$ cat src/rtl/core/assert_macros.svh
// Assertion macros shared by the RTL of the dirty rectangle block.
`ifndef ASSERT_MACROS_SVH
`define ASSERT_MACROS_SVH
`ifndef SYNTHESIS
// Same-cycle implication, checked at each rising clock edge outside reset.
`define ASSERT_IMP(lbl, clk, rst_n, ante, cons, msg) \
  lbl: assert property (@(posedge clk) disable iff (!rst_n) (ante) |-> (cons)) \
    else $error(msg);
// Next-cycle implication, checked at each rising clock edge outside reset.
`define ASSERT_NXT(lbl, clk, rst_n, ante, cons, msg) \
  lbl: assert property (@(posedge clk) disable iff (!rst_n) (ante) |=> (cons)) \
    else $error(msg);
`else
`define ASSERT_IMP(lbl, clk, rst_n, ante, cons, msg)
`define ASSERT_NXT(lbl, clk, rst_n, ante, cons, msg)
`endif
`endif

$ cat src/rtl/core/drtc_pkg.sv
// Shared types and constants of the dirty rectangle tracker.
package drtc_pkg;

  // Coordinate width of boxes, view bounds and result rectangles.
  localparam int unsigned CoordW = 15;
  // Width of the screen size registers and of the console row count.
  localparam int unsigned CfgW = 13;
  // Width of the view size register.
  localparam int unsigned ViewW = 7;
  // Most rectangles that one frame end can produce.
  localparam int unsigned MaxRects = 4;
  localparam int unsigned SelW = $clog2(MaxRects);
  // Default number of earlier frames kept in the history.
  localparam int unsigned HISTORY_FRAMES_DEF = 2;

  // Floor division by 100 of a 20-bit product: multiply and shift.
  localparam int unsigned ProdW = CfgW + ViewW;
  localparam int unsigned DivMulW = 21;
  localparam int unsigned DivShift = 27;
  localparam logic [DivMulW-1:0] DivMul = 21'd1342178;

  // Clamp limits of the view size in percent.
  localparam logic [ViewW-1:0] ViewMin = 7'd40;
  localparam logic [ViewW-1:0] ViewMax = 7'd100;

  // Configuration register indexes.
  typedef enum logic [1:0] {
    REG_SCREEN_WIDTH  = 2'd0,
    REG_SCREEN_HEIGHT = 2'd1,
    REG_VIEW_SIZE     = 2'd2,
    REG_DRAW_ALL      = 2'd3
  } reg_idx_e;

  // Input commands.
  typedef enum logic [1:0] {
    CMD_ADD_POINT   = 2'd0,
    CMD_MARK_SCREEN = 2'd1,
    CMD_FRAME_END   = 2'd2
  } command_e;

  // Bounding box, inclusive bounds.
  typedef struct packed {
    logic signed [CoordW-1:0] x1;
    logic signed [CoordW-1:0] y1;
    logic signed [CoordW-1:0] x2;
    logic signed [CoordW-1:0] y2;
  } box_t;

  // Bounds of the centered view, inclusive.
  typedef struct packed {
    logic signed [CoordW-1:0] left;
    logic signed [CoordW-1:0] top;
    logic signed [CoordW-1:0] right;
    logic signed [CoordW-1:0] bottom;
  } view_t;

  // One rectangle to clear.
  typedef struct packed {
    logic signed [CoordW-1:0] x;
    logic signed [CoordW-1:0] y;
    logic [CoordW-1:0]        w;
    logic [CoordW-1:0]        h;
  } rect_t;

  // All results of one frame end: pending mask, empty flag and rectangles.
  typedef struct packed {
    logic [MaxRects-1:0] pend;
    logic                empty;
    rect_t [MaxRects-1:0] rects;
  } strips_t;

  localparam box_t BoxZero = '0;
  localparam box_t BoxReset = '{x1: 15'sd9999, y1: 15'sd9999,
                                x2: -15'sd9999, y2: -15'sd9999};

endpackage

$ cat src/rtl/core/drtc_strip_cut.sv
// Cuts the dirty union box into up to four strips around the view.
module drtc_strip_cut
  import drtc_pkg::*;
(
  input  box_t    box_i,
  input  view_t   view_i,
  input  logic    full_i,
  output strips_t strips_o
);

  logic                     ok;
  logic                     s0, s1, s2, s3;
  logic signed [CoordW-1:0] top_m1, bot_p1, left_m1, right_p1;
  logic signed [CoordW-1:0] lim0, lim1, lim2, lim3;
  logic signed [CoordW-1:0] ya, yb, xa;

  always_comb begin
    ok       = !full_i && (box_i.y2 > box_i.y1);
    top_m1   = view_i.top - 15'sd1;
    bot_p1   = view_i.bottom + 15'sd1;
    left_m1  = view_i.left - 15'sd1;
    right_p1 = view_i.right + 15'sd1;

    // Strip above the view.
    s0   = ok && (box_i.y1 < view_i.top);
    lim0 = (box_i.y2 < top_m1) ? box_i.y2 : top_m1;
    ya   = s0 ? view_i.top : box_i.y1;

    // Strip below the view, starting at the already trimmed top.
    s1   = ok && (box_i.y2 > view_i.bottom);
    lim1 = (ya > bot_p1) ? ya : bot_p1;
    yb   = s1 ? view_i.bottom : box_i.y2;

    // Strip left of the view, between the trimmed top and bottom.
    s2   = ok && (box_i.x1 < view_i.left);
    lim2 = (box_i.x2 < left_m1) ? box_i.x2 : left_m1;
    xa   = s2 ? view_i.left : box_i.x1;

    // Strip right of the view.
    s3   = ok && (box_i.x2 > view_i.right);
    lim3 = (xa > right_p1) ? xa : right_p1;

    strips_o = '0;
    strips_o.rects[0].x = box_i.x1;
    strips_o.rects[0].y = box_i.y1;
    strips_o.rects[0].w = $unsigned(box_i.x2 - box_i.x1 + 15'sd1);
    strips_o.rects[0].h = $unsigned(lim0 - box_i.y1 + 15'sd1);

    strips_o.rects[1].x = box_i.x1;
    strips_o.rects[1].y = lim1;
    strips_o.rects[1].w = $unsigned(box_i.x2 - box_i.x1 + 15'sd1);
    strips_o.rects[1].h = $unsigned(box_i.y2 - lim1 + 15'sd1);

    strips_o.rects[2].x = box_i.x1;
    strips_o.rects[2].y = ya;
    strips_o.rects[2].w = $unsigned(lim2 - box_i.x1 + 15'sd1);
    strips_o.rects[2].h = $unsigned(yb - ya + 15'sd1);

    strips_o.rects[3].x = lim3;
    strips_o.rects[3].y = ya;
    strips_o.rects[3].w = $unsigned(box_i.x2 - lim3 + 15'sd1);
    strips_o.rects[3].h = $unsigned(yb - ya + 15'sd1);

    strips_o.pend = {s3, s2, s1, s0};

    // Nothing to clear: a single empty word with zero fields.
    if (strips_o.pend == '0) begin
      strips_o.rects = '0;
      strips_o.empty = 1'b1;
      strips_o.pend  = MaxRects'(1);
    end
  end

endmodule

$ cat src/rtl/core/dirty_rect_tile_clear.sv
// Top level of the dirty rectangle tracker with background strip output.
// Add-point and mark-screen words update the current dirty box in the cycle
// they are taken and produce no output. A frame-end word passes four register
// stages (box union and view products, divide by 100, view bounds, strip cut);
// its output words are presented from the last of these, the output bundle.
// It yields one to four words, one per cycle while the sink is ready, the
// last flagged by tlast. The input accepts one word per cycle; it stalls only
// when all three frame-end stages are occupied behind an output bundle that
// is still draining.
// Configuration writes take effect at the next clock edge and must only be
// issued while no frame end is in flight.
`include "assert_macros.svh"

module dirty_rect_tile_clear
  import drtc_pkg::*;
#(
  parameter int unsigned HistoryFrames = HISTORY_FRAMES_DEF
) (
  input  logic        clk_i,
  input  logic        rst_ni,
  // Configuration write port
  input  logic        cfg_we_i,
  input  logic [1:0]  cfg_idx_i,
  input  logic [12:0] cfg_data_i,
  // Command stream
  input  logic        s_axis_tvalid,
  output logic        s_axis_tready,
  // point_x[13:0], point_y[27:14], console_rows[40:28], cinematic_active[41]
  input  logic [47:0] s_axis_tdata,
  // command[1:0]
  input  logic [1:0]  s_axis_tuser,
  // Rectangle stream
  output logic        m_axis_tvalid,
  input  logic        m_axis_tready,
  // rect_x[14:0], rect_y[29:15], rect_w[44:30], rect_h[59:45]
  output logic [63:0] m_axis_tdata,
  // empty_res[0]
  output logic [0:0]  m_axis_tuser,
  output logic        m_axis_tlast
);

  // Widen the box so that it holds the point.
  function automatic box_t grow(box_t b, logic signed [CoordW-1:0] x,
                                logic signed [CoordW-1:0] y);
    box_t r;
    r = b;
    if (x < b.x1) r.x1 = x;
    if (x > b.x2) r.x2 = x;
    if (y < b.y1) r.y1 = y;
    if (y > b.y2) r.y2 = y;
    return r;
  endfunction

  // Configuration registers
  logic [CfgW-1:0]  sw_q, sh_q;
  logic [ViewW-1:0] vsize_q;
  logic             draw_all_q;

  always_ff @(posedge clk_i or negedge rst_ni) begin
    if (!rst_ni) begin
      sw_q       <= 13'd800;
      sh_q       <= 13'd600;
      vsize_q    <= 7'd100;
      draw_all_q <= 1'b0;
    end else if (cfg_we_i) begin
      unique case (reg_idx_e'(cfg_idx_i))
        REG_SCREEN_WIDTH:  sw_q       <= cfg_data_i[CfgW-1:0];
        REG_SCREEN_HEIGHT: sh_q       <= cfg_data_i[CfgW-1:0];
        REG_VIEW_SIZE:     vsize_q    <= cfg_data_i[ViewW-1:0];
        REG_DRAW_ALL:      draw_all_q <= cfg_data_i[0];
        default: ;
      endcase
    end
  end

  // Input word fields
  command_e                 in_cmd;
  logic signed [CoordW-1:0] in_x, in_y;
  logic [CfgW-1:0]          in_con;
  logic                     in_cine;

  assign in_cmd  = command_e'(s_axis_tuser);
  assign in_x    = $signed({s_axis_tdata[13], s_axis_tdata[13:0]});
  assign in_y    = $signed({s_axis_tdata[27], s_axis_tdata[27:14]});
  assign in_con  = s_axis_tdata[40:28];
  assign in_cine = s_axis_tdata[41];

  // Pipeline control
  logic v1_q, v2_q, v3_q;
  logic [MaxRects-1:0] pend_q, pend_clr;
  logic fire, fe_fire, b_free, ld_b, adv3, adv2, rdy2, rdy3, out_fire;

  assign out_fire = m_axis_tvalid && m_axis_tready;
  assign pend_clr = pend_q & (pend_q - MaxRects'(1));
  assign b_free   = (pend_q == '0) || (m_axis_tready && (pend_clr == '0));
  assign ld_b     = v3_q && b_free;
  assign rdy3     = !v3_q || ld_b;
  assign adv3     = v2_q && rdy3;
  assign rdy2     = !v2_q || adv3;
  assign adv2     = v1_q && rdy2;
  assign s_axis_tready = !v1_q || rdy2;
  assign fire     = s_axis_tvalid && s_axis_tready;
  assign fe_fire  = fire && (in_cmd == CMD_FRAME_END);

  // Box state, history and frame-end decision
  box_t             cur_q, cur_d;
  box_t             old_q [HistoryFrames];
  box_t             old_d [HistoryFrames];
  box_t             screen_box, marked_box, union_box;
  logic signed [CoordW-1:0] sw_m1, sh_m1;
  logic [ViewW-1:0] size;
  logic             fe_full;

  always_comb begin
    sw_m1      = $signed({2'b00, sw_q}) - 15'sd1;
    sh_m1      = $signed({2'b00, sh_q}) - 15'sd1;
    screen_box = grow(grow(cur_q, 15'sd0, 15'sd0), sw_m1, sh_m1);
    marked_box = draw_all_q ? screen_box : cur_q;

    if (vsize_q < ViewMin) begin
      size = ViewMin;
    end else if (vsize_q > ViewMax) begin
      size = ViewMax;
    end else begin
      size = vsize_q;
    end
    fe_full = (in_con >= sh_q) || (size == ViewMax) || in_cine;

    // Union with all earlier frames.
    union_box = marked_box;
    for (int i = 0; i < HistoryFrames; i++) begin
      if (old_q[i].x1 < union_box.x1) union_box.x1 = old_q[i].x1;
      if (old_q[i].x2 > union_box.x2) union_box.x2 = old_q[i].x2;
      if (old_q[i].y1 < union_box.y1) union_box.y1 = old_q[i].y1;
      if (old_q[i].y2 > union_box.y2) union_box.y2 = old_q[i].y2;
    end

    cur_d = cur_q;
    old_d = old_q;
    if (fire) begin
      unique case (in_cmd)
        CMD_ADD_POINT:   cur_d = grow(cur_q, in_x, in_y);
        CMD_MARK_SCREEN: cur_d = screen_box;
        CMD_FRAME_END: begin
          if (fe_full) begin
            cur_d = marked_box;
          end else begin
            for (int i = 1; i < HistoryFrames; i++) begin
              old_d[i] = old_q[i-1];
            end
            old_d[0] = marked_box;
            cur_d    = BoxReset;
          end
        end
        default: ;
      endcase
    end
  end

  always_ff @(posedge clk_i or negedge rst_ni) begin
    if (!rst_ni) begin
      cur_q <= BoxZero;
      for (int i = 0; i < HistoryFrames; i++) begin
        old_q[i] <= BoxZero;
      end
    end else begin
      cur_q <= cur_d;
      old_q <= old_d;
    end
  end

  // Stage 1: union box, console rows and view size products
  box_t             s1_box_q;
  logic [CfgW-1:0]  s1_con_q;
  logic             s1_full_q;
  logic [ProdW-1:0] s1_pw_q, s1_ph_q;

  always_ff @(posedge clk_i) begin
    if (fe_fire) begin
      s1_box_q  <= union_box;
      s1_con_q  <= in_con;
      s1_full_q <= fe_full;
      s1_pw_q   <= {{ViewW{1'b0}}, sw_q} * {{CfgW{1'b0}}, size};
      s1_ph_q   <= {{ViewW{1'b0}}, sh_q} * {{CfgW{1'b0}}, size};
    end
  end

  // Stage 2: console clip of the top edge and division by 100
  localparam int unsigned MulW = ProdW + DivMulW;
  box_t                  clip_box, s2_box_q;
  logic                  s2_full_q;
  logic [MulW-1:0]       mul_w, mul_h;
  logic [CfgW-1:0]       s2_qw_q, s2_qh_q;
  logic signed [CoordW-1:0] con_s;

  always_comb begin
    con_s    = $signed({2'b00, s1_con_q});
    clip_box = s1_box_q;
    if (con_s >= s1_box_q.y1) clip_box.y1 = con_s;
    mul_w = {{DivMulW{1'b0}}, s1_pw_q} * {{ProdW{1'b0}}, DivMul};
    mul_h = {{DivMulW{1'b0}}, s1_ph_q} * {{ProdW{1'b0}}, DivMul};
  end

  always_ff @(posedge clk_i) begin
    if (adv2) begin
      s2_box_q  <= clip_box;
      s2_full_q <= s1_full_q;
      s2_qw_q   <= mul_w[DivShift +: CfgW];
      s2_qh_q   <= mul_h[DivShift +: CfgW];
    end
  end

  // Stage 3: centered view bounds
  box_t            s3_box_q;
  logic            s3_full_q;
  view_t           view_d, s3_view_q;
  logic [CfgW-1:0] vw, vh, lw, th;

  always_comb begin
    vw = {s2_qw_q[CfgW-1:3], 3'b000};
    vh = {s2_qh_q[CfgW-1:1], 1'b0};
    lw = (sw_q - vw) >> 1;
    th = (sh_q - vh) >> 1;
    view_d.left   = $signed({2'b00, lw});
    view_d.top    = $signed({2'b00, th});
    view_d.right  = $signed({2'b00, lw}) + $signed({2'b00, vw}) - 15'sd1;
    view_d.bottom = $signed({2'b00, th}) + $signed({2'b00, vh}) - 15'sd1;
  end

  always_ff @(posedge clk_i) begin
    if (adv3) begin
      s3_box_q  <= s2_box_q;
      s3_full_q <= s2_full_q;
      s3_view_q <= view_d;
    end
  end

  always_ff @(posedge clk_i or negedge rst_ni) begin
    if (!rst_ni) begin
      v1_q <= 1'b0;
      v2_q <= 1'b0;
      v3_q <= 1'b0;
    end else begin
      v1_q <= fe_fire || (v1_q && !adv2);
      v2_q <= adv2 || (v2_q && !adv3);
      v3_q <= adv3 || (v3_q && !ld_b);
    end
  end

  // Strip cut into the output bundle
  strips_t strips;

  drtc_strip_cut u_strip_cut (
    .box_i    (s3_box_q),
    .view_i   (s3_view_q),
    .full_i   (s3_full_q),
    .strips_o (strips)
  );

  rect_t [MaxRects-1:0] rects_q;
  logic                 empty_q;

  always_ff @(posedge clk_i) begin
    if (ld_b) begin
      rects_q <= strips.rects;
      empty_q <= strips.empty;
    end
  end

  always_ff @(posedge clk_i or negedge rst_ni) begin
    if (!rst_ni) begin
      pend_q <= '0;
    end else if (ld_b) begin
      pend_q <= strips.pend;
    end else if (out_fire) begin
      pend_q <= pend_clr;
    end
  end

  // Output word: lowest pending strip first
  logic [SelW-1:0] sel;
  rect_t           out_rect;

  always_comb begin
    sel = SelW'(MaxRects - 1);
    for (int i = MaxRects - 1; i >= 0; i--) begin
      if (pend_q[i]) sel = SelW'(i);
    end
    out_rect = rects_q[sel];
  end

  assign m_axis_tvalid = (pend_q != '0);
  assign m_axis_tdata  = {4'b0000, out_rect.h, out_rect.w, out_rect.y, out_rect.x};
  assign m_axis_tuser  = empty_q;
  assign m_axis_tlast  = (pend_clr == '0);

  // Checks
  `ASSERT_IMP(a_empty_single, clk_i, rst_ni, empty_q && (pend_q != '0),
              pend_q == MaxRects'(1), "empty bundle holds more than one word")
  `ASSERT_IMP(a_stall_full, clk_i, rst_ni, !s_axis_tready,
              v1_q && v2_q && v3_q && (pend_q != '0), "input stalled with room")
  `ASSERT_NXT(a_frame_reset, clk_i, rst_ni, fe_fire && !fe_full,
              cur_q == BoxReset, "current box not reset after frame end")
  `ASSERT_NXT(a_bundle_out, clk_i, rst_ni, ld_b, m_axis_tvalid,
              "loaded bundle shows no output word")

endmodule
$ cat config.mk
export PLATFORM = sky130hd
export DESIGN_NAME = dirty_rect_tile_clear
export DESIGN_NICKNAME = d
export VERILOG_FILES = /design/src/rtl/core/drtc_pkg.sv /design/src/rtl/core/drtc_strip_cut.sv /design/src/rtl/core/dirty_rect_tile_clear.sv
export VERILOG_INCLUDE_DIRS = /design/src /design/src/rtl/core
export SDC_FILE = /design/constraint.sdc
export NUM_CORES = 2
export LEC_CHECK = 0
export BUFFER_PORTS_ARGS = -buffer_cell sky130_fd_sc_hd__buf_2
export CORE_UTILIZATION = 60
export DETAILED_ROUTE_END_ITERATION = 10
export PLACE_DENSITY = 0.77
export SYNTH_ARGS = -nofsm -noshare
export SYNTH_HDL_FRONTEND = slang
export SYNTH_SLANG_ARGS = --single-unit
$ cat constraint.sdc
create_clock -name clk_i -period 10.1 [get_ports clk_i]
set_input_delay 1.01 -clock clk_i [delete_from_list [all_inputs] [get_ports clk_i]]
set_output_delay 1.01 -clock clk_i [all_outputs]
set_load 0.01 [all_outputs]
* Word-level counts from Yosys, hierarchy flattened
Cells that the tools add are included.
** Operators by class
- $add $sub $neg :: 25
- Multipliers :: 4
- Order comparisons :: 34
- Equality and inequality tests :: 10
- Multiplexer cells :: 41
- Bitwise operators :: 2
- Reduce and logical (&&, ||, !) cells :: 48
** Operators by type and width (number)
- two-way mux 15 bit :: 27
- two-way mux 245 bit :: 1
- two-way mux 60 bit :: 3
- case mux 60 bit (3 select lines) :: 1
- > comparator 15 bit :: 9
- adder 15 x 2 -> 15 bit, second input constant :: 8
- binary-select mux 60 bit (select 2 bit) :: 1
- < comparator 15 bit :: 6
- subtractor 15 bit :: 6
- multiplier 20 x 20 -> 39 bit, second input constant :: 2
- > comparator 14 x 15 -> 1 bit :: 4
- < comparator 14 x 15 -> 1 bit :: 4
- multiplier 13 x 7 -> 20 bit :: 2
- > comparator 1 x 15 -> 1 bit, first input constant :: 2
- < comparator 1 x 15 -> 1 bit, first input constant :: 2
- < comparator 15 x 13 -> 1 bit :: 2
- subtractor 14 x 1 -> 15 bit, second input constant :: 2
- adder 12 x 13 -> 14 bit :: 2
- subtractor 13 x 1 -> 14 bit, second input constant :: 2
- subtractor 12 x 1 -> 13 bit, second input constant :: 2
- subtractor 13 bit :: 2
- >= comparator 14 x 15 -> 1 bit :: 1
- logical AND 1 bit :: 15
- AND reduction 3 bit :: 5
- 24 further kinds :: 53
** Storage, ports and cells
- Bits in registers :: 703
- Bits of input ports :: 70
- Output and inout port bits :: 68
- Logic and storage cells :: 221

* Depth between registers and ports, before layout
- Depth in word-level cells :: 13
- Depth in mapped cells :: 50
- Gate-level depth less buffers :: 49

* By module
A second synthesis with hierarchy kept.
** Unflattened totals
- Cell total of the unflattened synthesis :: 6919
- Area, all modules :: 69862.0 µm²
** Modules (own cells, without submodules)
- dirty_rect_tile_clear :: times used 1, cells an instance 5361, area each 58661.3 µm², seq. area each 22148.7 µm²
- drtc_strip_cut :: times used 1, cells an instance 1558, area each 11200.7 µm², seq. area each 0.0 µm²

* Least setup slack after synthesis
OpenSTA, ideal clock, no wires.
- Path type :: register -> register
- Start point :: register s3_box_q[1] (netlist name)
- End point :: register rects_q[74] (netlist name), data pin
- Library setup time :: 0.269 ns
- Data arrival time :: 8.574 ns
- Data required time :: 9.831 ns
- Setup slack :: 1.257 ns
- Stages on the path, launching flop included :: 49
- Buffers on the path :: 3
- Period minus slack after synthesis :: 8.843 ns
- Cell sequence :: edfxtp_1 ha_1 nor2b_1 o21a_1 o21a_1 o21a_1 o21ai_0 nand2b_1 a21oi_1 o21ai_0 a21oi_1 nor2_1 o311ai_0 o21bai_1 clkbuf_1 clkbuf_1 mux2i_1 ha_1 [13 not listed] mux2_2 ha_1 ha_1 a21o_1 a21oi_1 o21bai_1 a21oi_1 o21bai_1 a21oi_1 o21bai_1 a21oi_1 o21bai_1 a21oi_1 o21bai_1 a21oi_1 xnor2_1 nand2_1 nor3b_1
** Between the ends
- Word-level cells in the longest chain between the ends :: 8
- Elaborated cells between the ends (all ways) :: 13
- Classes of those cells :: add/sub (2); order compare (3); mux (2); reduce/logical (6)
** Ends and longest elaborated chain
- start, declared :: line dirty_rect_tile_clear.sv:214 : box_t s3_box_q;
- start signal, assigned :: line dirty_rect_tile_clear.sv:232 : s3_box_q <= s2_box_q;
- > comparator 15 bit :: line drtc_strip_cut.sv:18 : ok = !full_i && (box_i.y2 > box_i.y1);
- logical AND 1 bit :: line drtc_strip_cut.sv:18
- logical AND 1 bit :: line drtc_strip_cut.sv:25 : s0 = ok && (box_i.y1 < view_i.top);
- two-way mux 15 bit :: line drtc_strip_cut.sv:27 : ya = s0 ? view_i.top : box_i.y1;
- > comparator 15 bit :: line drtc_strip_cut.sv:31 : lim1 = (ya > bot_p1) ? ya : bot_p1;
- two-way mux 15 bit :: line drtc_strip_cut.sv:31
- subtractor 15 bit :: line drtc_strip_cut.sv:52 : strips_o.rects[1].h = $unsigned(box_i.y2 - lim1 + 15'sd1);
- adder 15 x 2 -> 15 bit :: line drtc_strip_cut.sv:52
- end signal, assigned :: line dirty_rect_tile_clear.sv:265 : rects_q <= strips.rects;
- end, declared :: line dirty_rect_tile_clear.sv:260 : rect_t [MaxRects-1:0] rects_q;
Several ways; a longest one is shown, not always the timed one.
A chain may end at the register's enable or synchronous reset.

==> out/summary.txt <==
Num CTS Buffers: 79
Routed WL: 160100 um
1st-iter DRT viols: 4135
Longest Clk Path Bufs: 3
YS warnings: 0
Worst-margin pin slew: 1.252 ns
Post-Synth Simple-Gate Area: 8.939%
GPL Wtd Cong: 0.9452
Die Span X: 332.7 um
Postcts setup bufs: 0
Die ar.: 0.1107 mm2
Arr. time, crit path: 9.88 ns
Synth Instances: 6413
Detailed placement HPWL: 125100 um
Initial Utilization: 60.86%
Clock transition at path regs: 0.06 ns
First-pass GRT wire length: 255500 um
Number of remaining DRC errors: 0
CP required: 10.48 ns
Port bufs: 127
Max incr delay on CP: 0.54 ns
Overflow after GRT: 0
Multiplexer share of the synthesized area: 6.038%
Xor/xnor share of the synthesized area: 3.549%
Status: complete, no violations
CTS Sinks: 699
Final hold vios: 0
Biggest area consumer among synthesized cells: edfxtp_1
I/O pins: 138
Relative slew slack: 16.23%
EDFF count, synth: 478
Achievable Freq: 0.1052 GHz
Via count: 46940
Largest net degree at the start of global routing: 163
Mapped cell area: 0.06561 mm2
Hold_buf cts: 0
Clock Tree Root: clkbuf_16
Hold Path Class: input pin to async pin
Router iterations before antenna repair: 6
Seq/Total Area, Yosys: 30.33%
Setup Skew: 0.02597 ns
Fraction of layout cells with a size suffix above 1: 9.021%
Drt via density: 5.873
Post-synthesis compound-gate area fraction: 10.75%
RSZ-0062 raised after global routing: no
WL/cell: 20.03 um
Final setup vio count: 0
Top-area cell type share of the netlist area: 21.88%
Most used cell, CP: nor2_1
CP max stage cell: or4_4
Remaining antenna violation count after routing: 0
Top post-synthesis cells by area: edfxtp_1 (22%), ha_1 (21%), fa_1 (12%)
Std-Cell Core Area: 0.1078 mm2
Crit Path Class: flip-flop to flip-flop
Synth cell types: 97
Main synth FF type: edfxtp_1
Seq cells post-synth: 699
Clk_lat worst skew: 0.65 ns
CP Capture Type: flip-flop
Final worst-path cycle share: 94.14%
CP Launch Type: flip-flop
Adder-cell share of the synthesized area: 33.74%
CP max FO: 23
Final setup TNS: 0 ns
Die H: 332.7 um
GRT Total Usage: 29.19%
Vias in the first global route: 47810
Mean Syn Cell Area: 10.23 um2
H-tree depth: 3
Std cell rows: 120
Initial antenna violation count: 15
Area Overhead vs Synth: 7.747%
Min Tclk post-route: 9.508 ns
Fin. max-slew vios: 0
CTS tree: yes
Layout Nets: 8112
Largest family of logic cells by synthesized area: adder cells
MaxCap Viol Count: 0
Ys async rst share: 31.62%
[cell type report]
class | count | area, um2
antenna | 5 | 12.51
clock buffer | 96 | 2096
clock inverter | 50 | 591.8
inverter | 962 | 3621
timing repair buffer | 207 | 1259
multi-input combinational | 4571 | 41460
fill | 8410 | 37110
sequential | 699 | 19900
tap | 1403 | 1755
[cells in the mapped netlist, types with 50 or more instances]
library cell	number
fa_1	404
mux2i_1	173
o21ai_0	333
xnor2_1	218
clkbuf_1	160
dfrtp_1	211
nor2b_1	61
and2_1	84
inv_1	962
nand2b_1	57
nor2_1	330
nand4_1	56
o21bai_1	91
nand2_1	491
mux2_2	197
nor3_1	50
nand3_1	56
edfxtp_1	478
ha_1	1118
a21o_1	151
a21oi_1	300
[repair_timing]
item	4_1_cts	5_1_grt
resized for setup	0	1
setup endpoints to repair	0	1
hold endpoints to repair	0	0
[worst max-delay path, delay by kind of cell, from the launching register on]
family	cells	cell delay [ns]
fa+ha+maj	4	1.15
mux	4	0.64
xor+xnor	1	0.14
buf+inv	6	1.21
flops	1	0.49
compound gates	14	2.58
simple gates	13	3.02
[metal layers]
metal	global-route usage, %	part of all wire [%]
met5	0	0.073
met1	41.23	45
met2	46.40	45
met3	3.941	6.5
met4	9.703	3.5
[worst paths after layout]
path	depth (start not counted)	slack (ns)	end	start
max	42	0.59	clip_box[14]$_DFFE_PP_	sh_q[1]$_DFFE_PN0P_
min	1	0.29	pend_q[1]$_DFFE_PN0P_	rst_ni
max reg2reg	42	0.59	clip_box[14]$_DFFE_PP_	sh_q[1]$_DFFE_PN0P_
min reg2reg	0	0.41	s3_box_q[6]$_DFFE_PP_	s2_box_q[6]$_DFFE_PP_
max in group asynchronous	2	8.44	old_q[94]$_DFFE_PN0P_	rst_ni
min in group clk_i	0	0.41	s3_box_q[6]$_DFFE_PP_	s2_box_q[6]$_DFFE_PP_
[registers in the layout (all words and copies together), names as in the netlist, 12 cells and up]
signal     flops
cur_q         60
old_q        120
s1_box_q      15
s3_box_q      60
clip_box      45
s1_con_q      13
sh_q          13
sw_q          13
s1_pw_q       20
s1_ph_q       20
rects_q      165
s3_view_q     54
s2_box_q      60
s2_qh_q       12
[cells in the final DEF (no fill, tap or decap), types with 10 or more instances in the layout]
cell and instances:
nand4_1 56, nor3_1 50, o21ai_0 333, inv_1 959, a21oi_1 297, and2_1 83
clkinv_2 10, dfstp_2 10, a221oi_1 15, o21bai_1 89, nand2_1 490, dfrtp_1 209
mux2i_1 172, buf_2 126, nor2b_1 58, o21a_1 41, clkbuf_16 80, nand3_1 56
buf_4 79, a22o_1 30, xnor2_1 218, ha_1 1117, nand2b_1 57, mux2_2 197
xor2_1 46, bufinv_16 10, and3_1 14, fa_1 404, nor2_1 329, edfxtp_1 478
nor4_1 20, a21o_1 151, o211ai_1 12, or3_1 13, o31ai_1 15, a31oi_1 48
clkinvlp_4 11, clkbuf_1 12
[cell families after synthesis]
family	Yosys count
simple gates	1270
flops	699
buf+inv	1149
xor+xnor	265
other cells	2
mux	371
fa+ha+maj	1528
compound gates	1129
[stage by stage]
stage | util (%) | cell area, um2 | setup WS (ns) | hold WS [ns] | instances
floorplan | - | 65630 | 1.257 | 0.4003 | 6419
global placement | 63.07 | 67990 | 0.8114 | 0.4024 | 7842
detailed placement | 63.07 | 67990 | 0.7425 | 0.4045 | 7842
CTS | 65.56 | 70670 | 0.6840 | 0.2931 | 7988
global route | 65.56 | 70680 | 0.008873 | 0.3110 | 7989
finish | 65.57 | 70690 | 0.5915 | 0.2905 | 7993
Power is left out: the tool's default activity adds up to more than one toggle a clock period on the data nets, which glitch-free logic cannot reach.
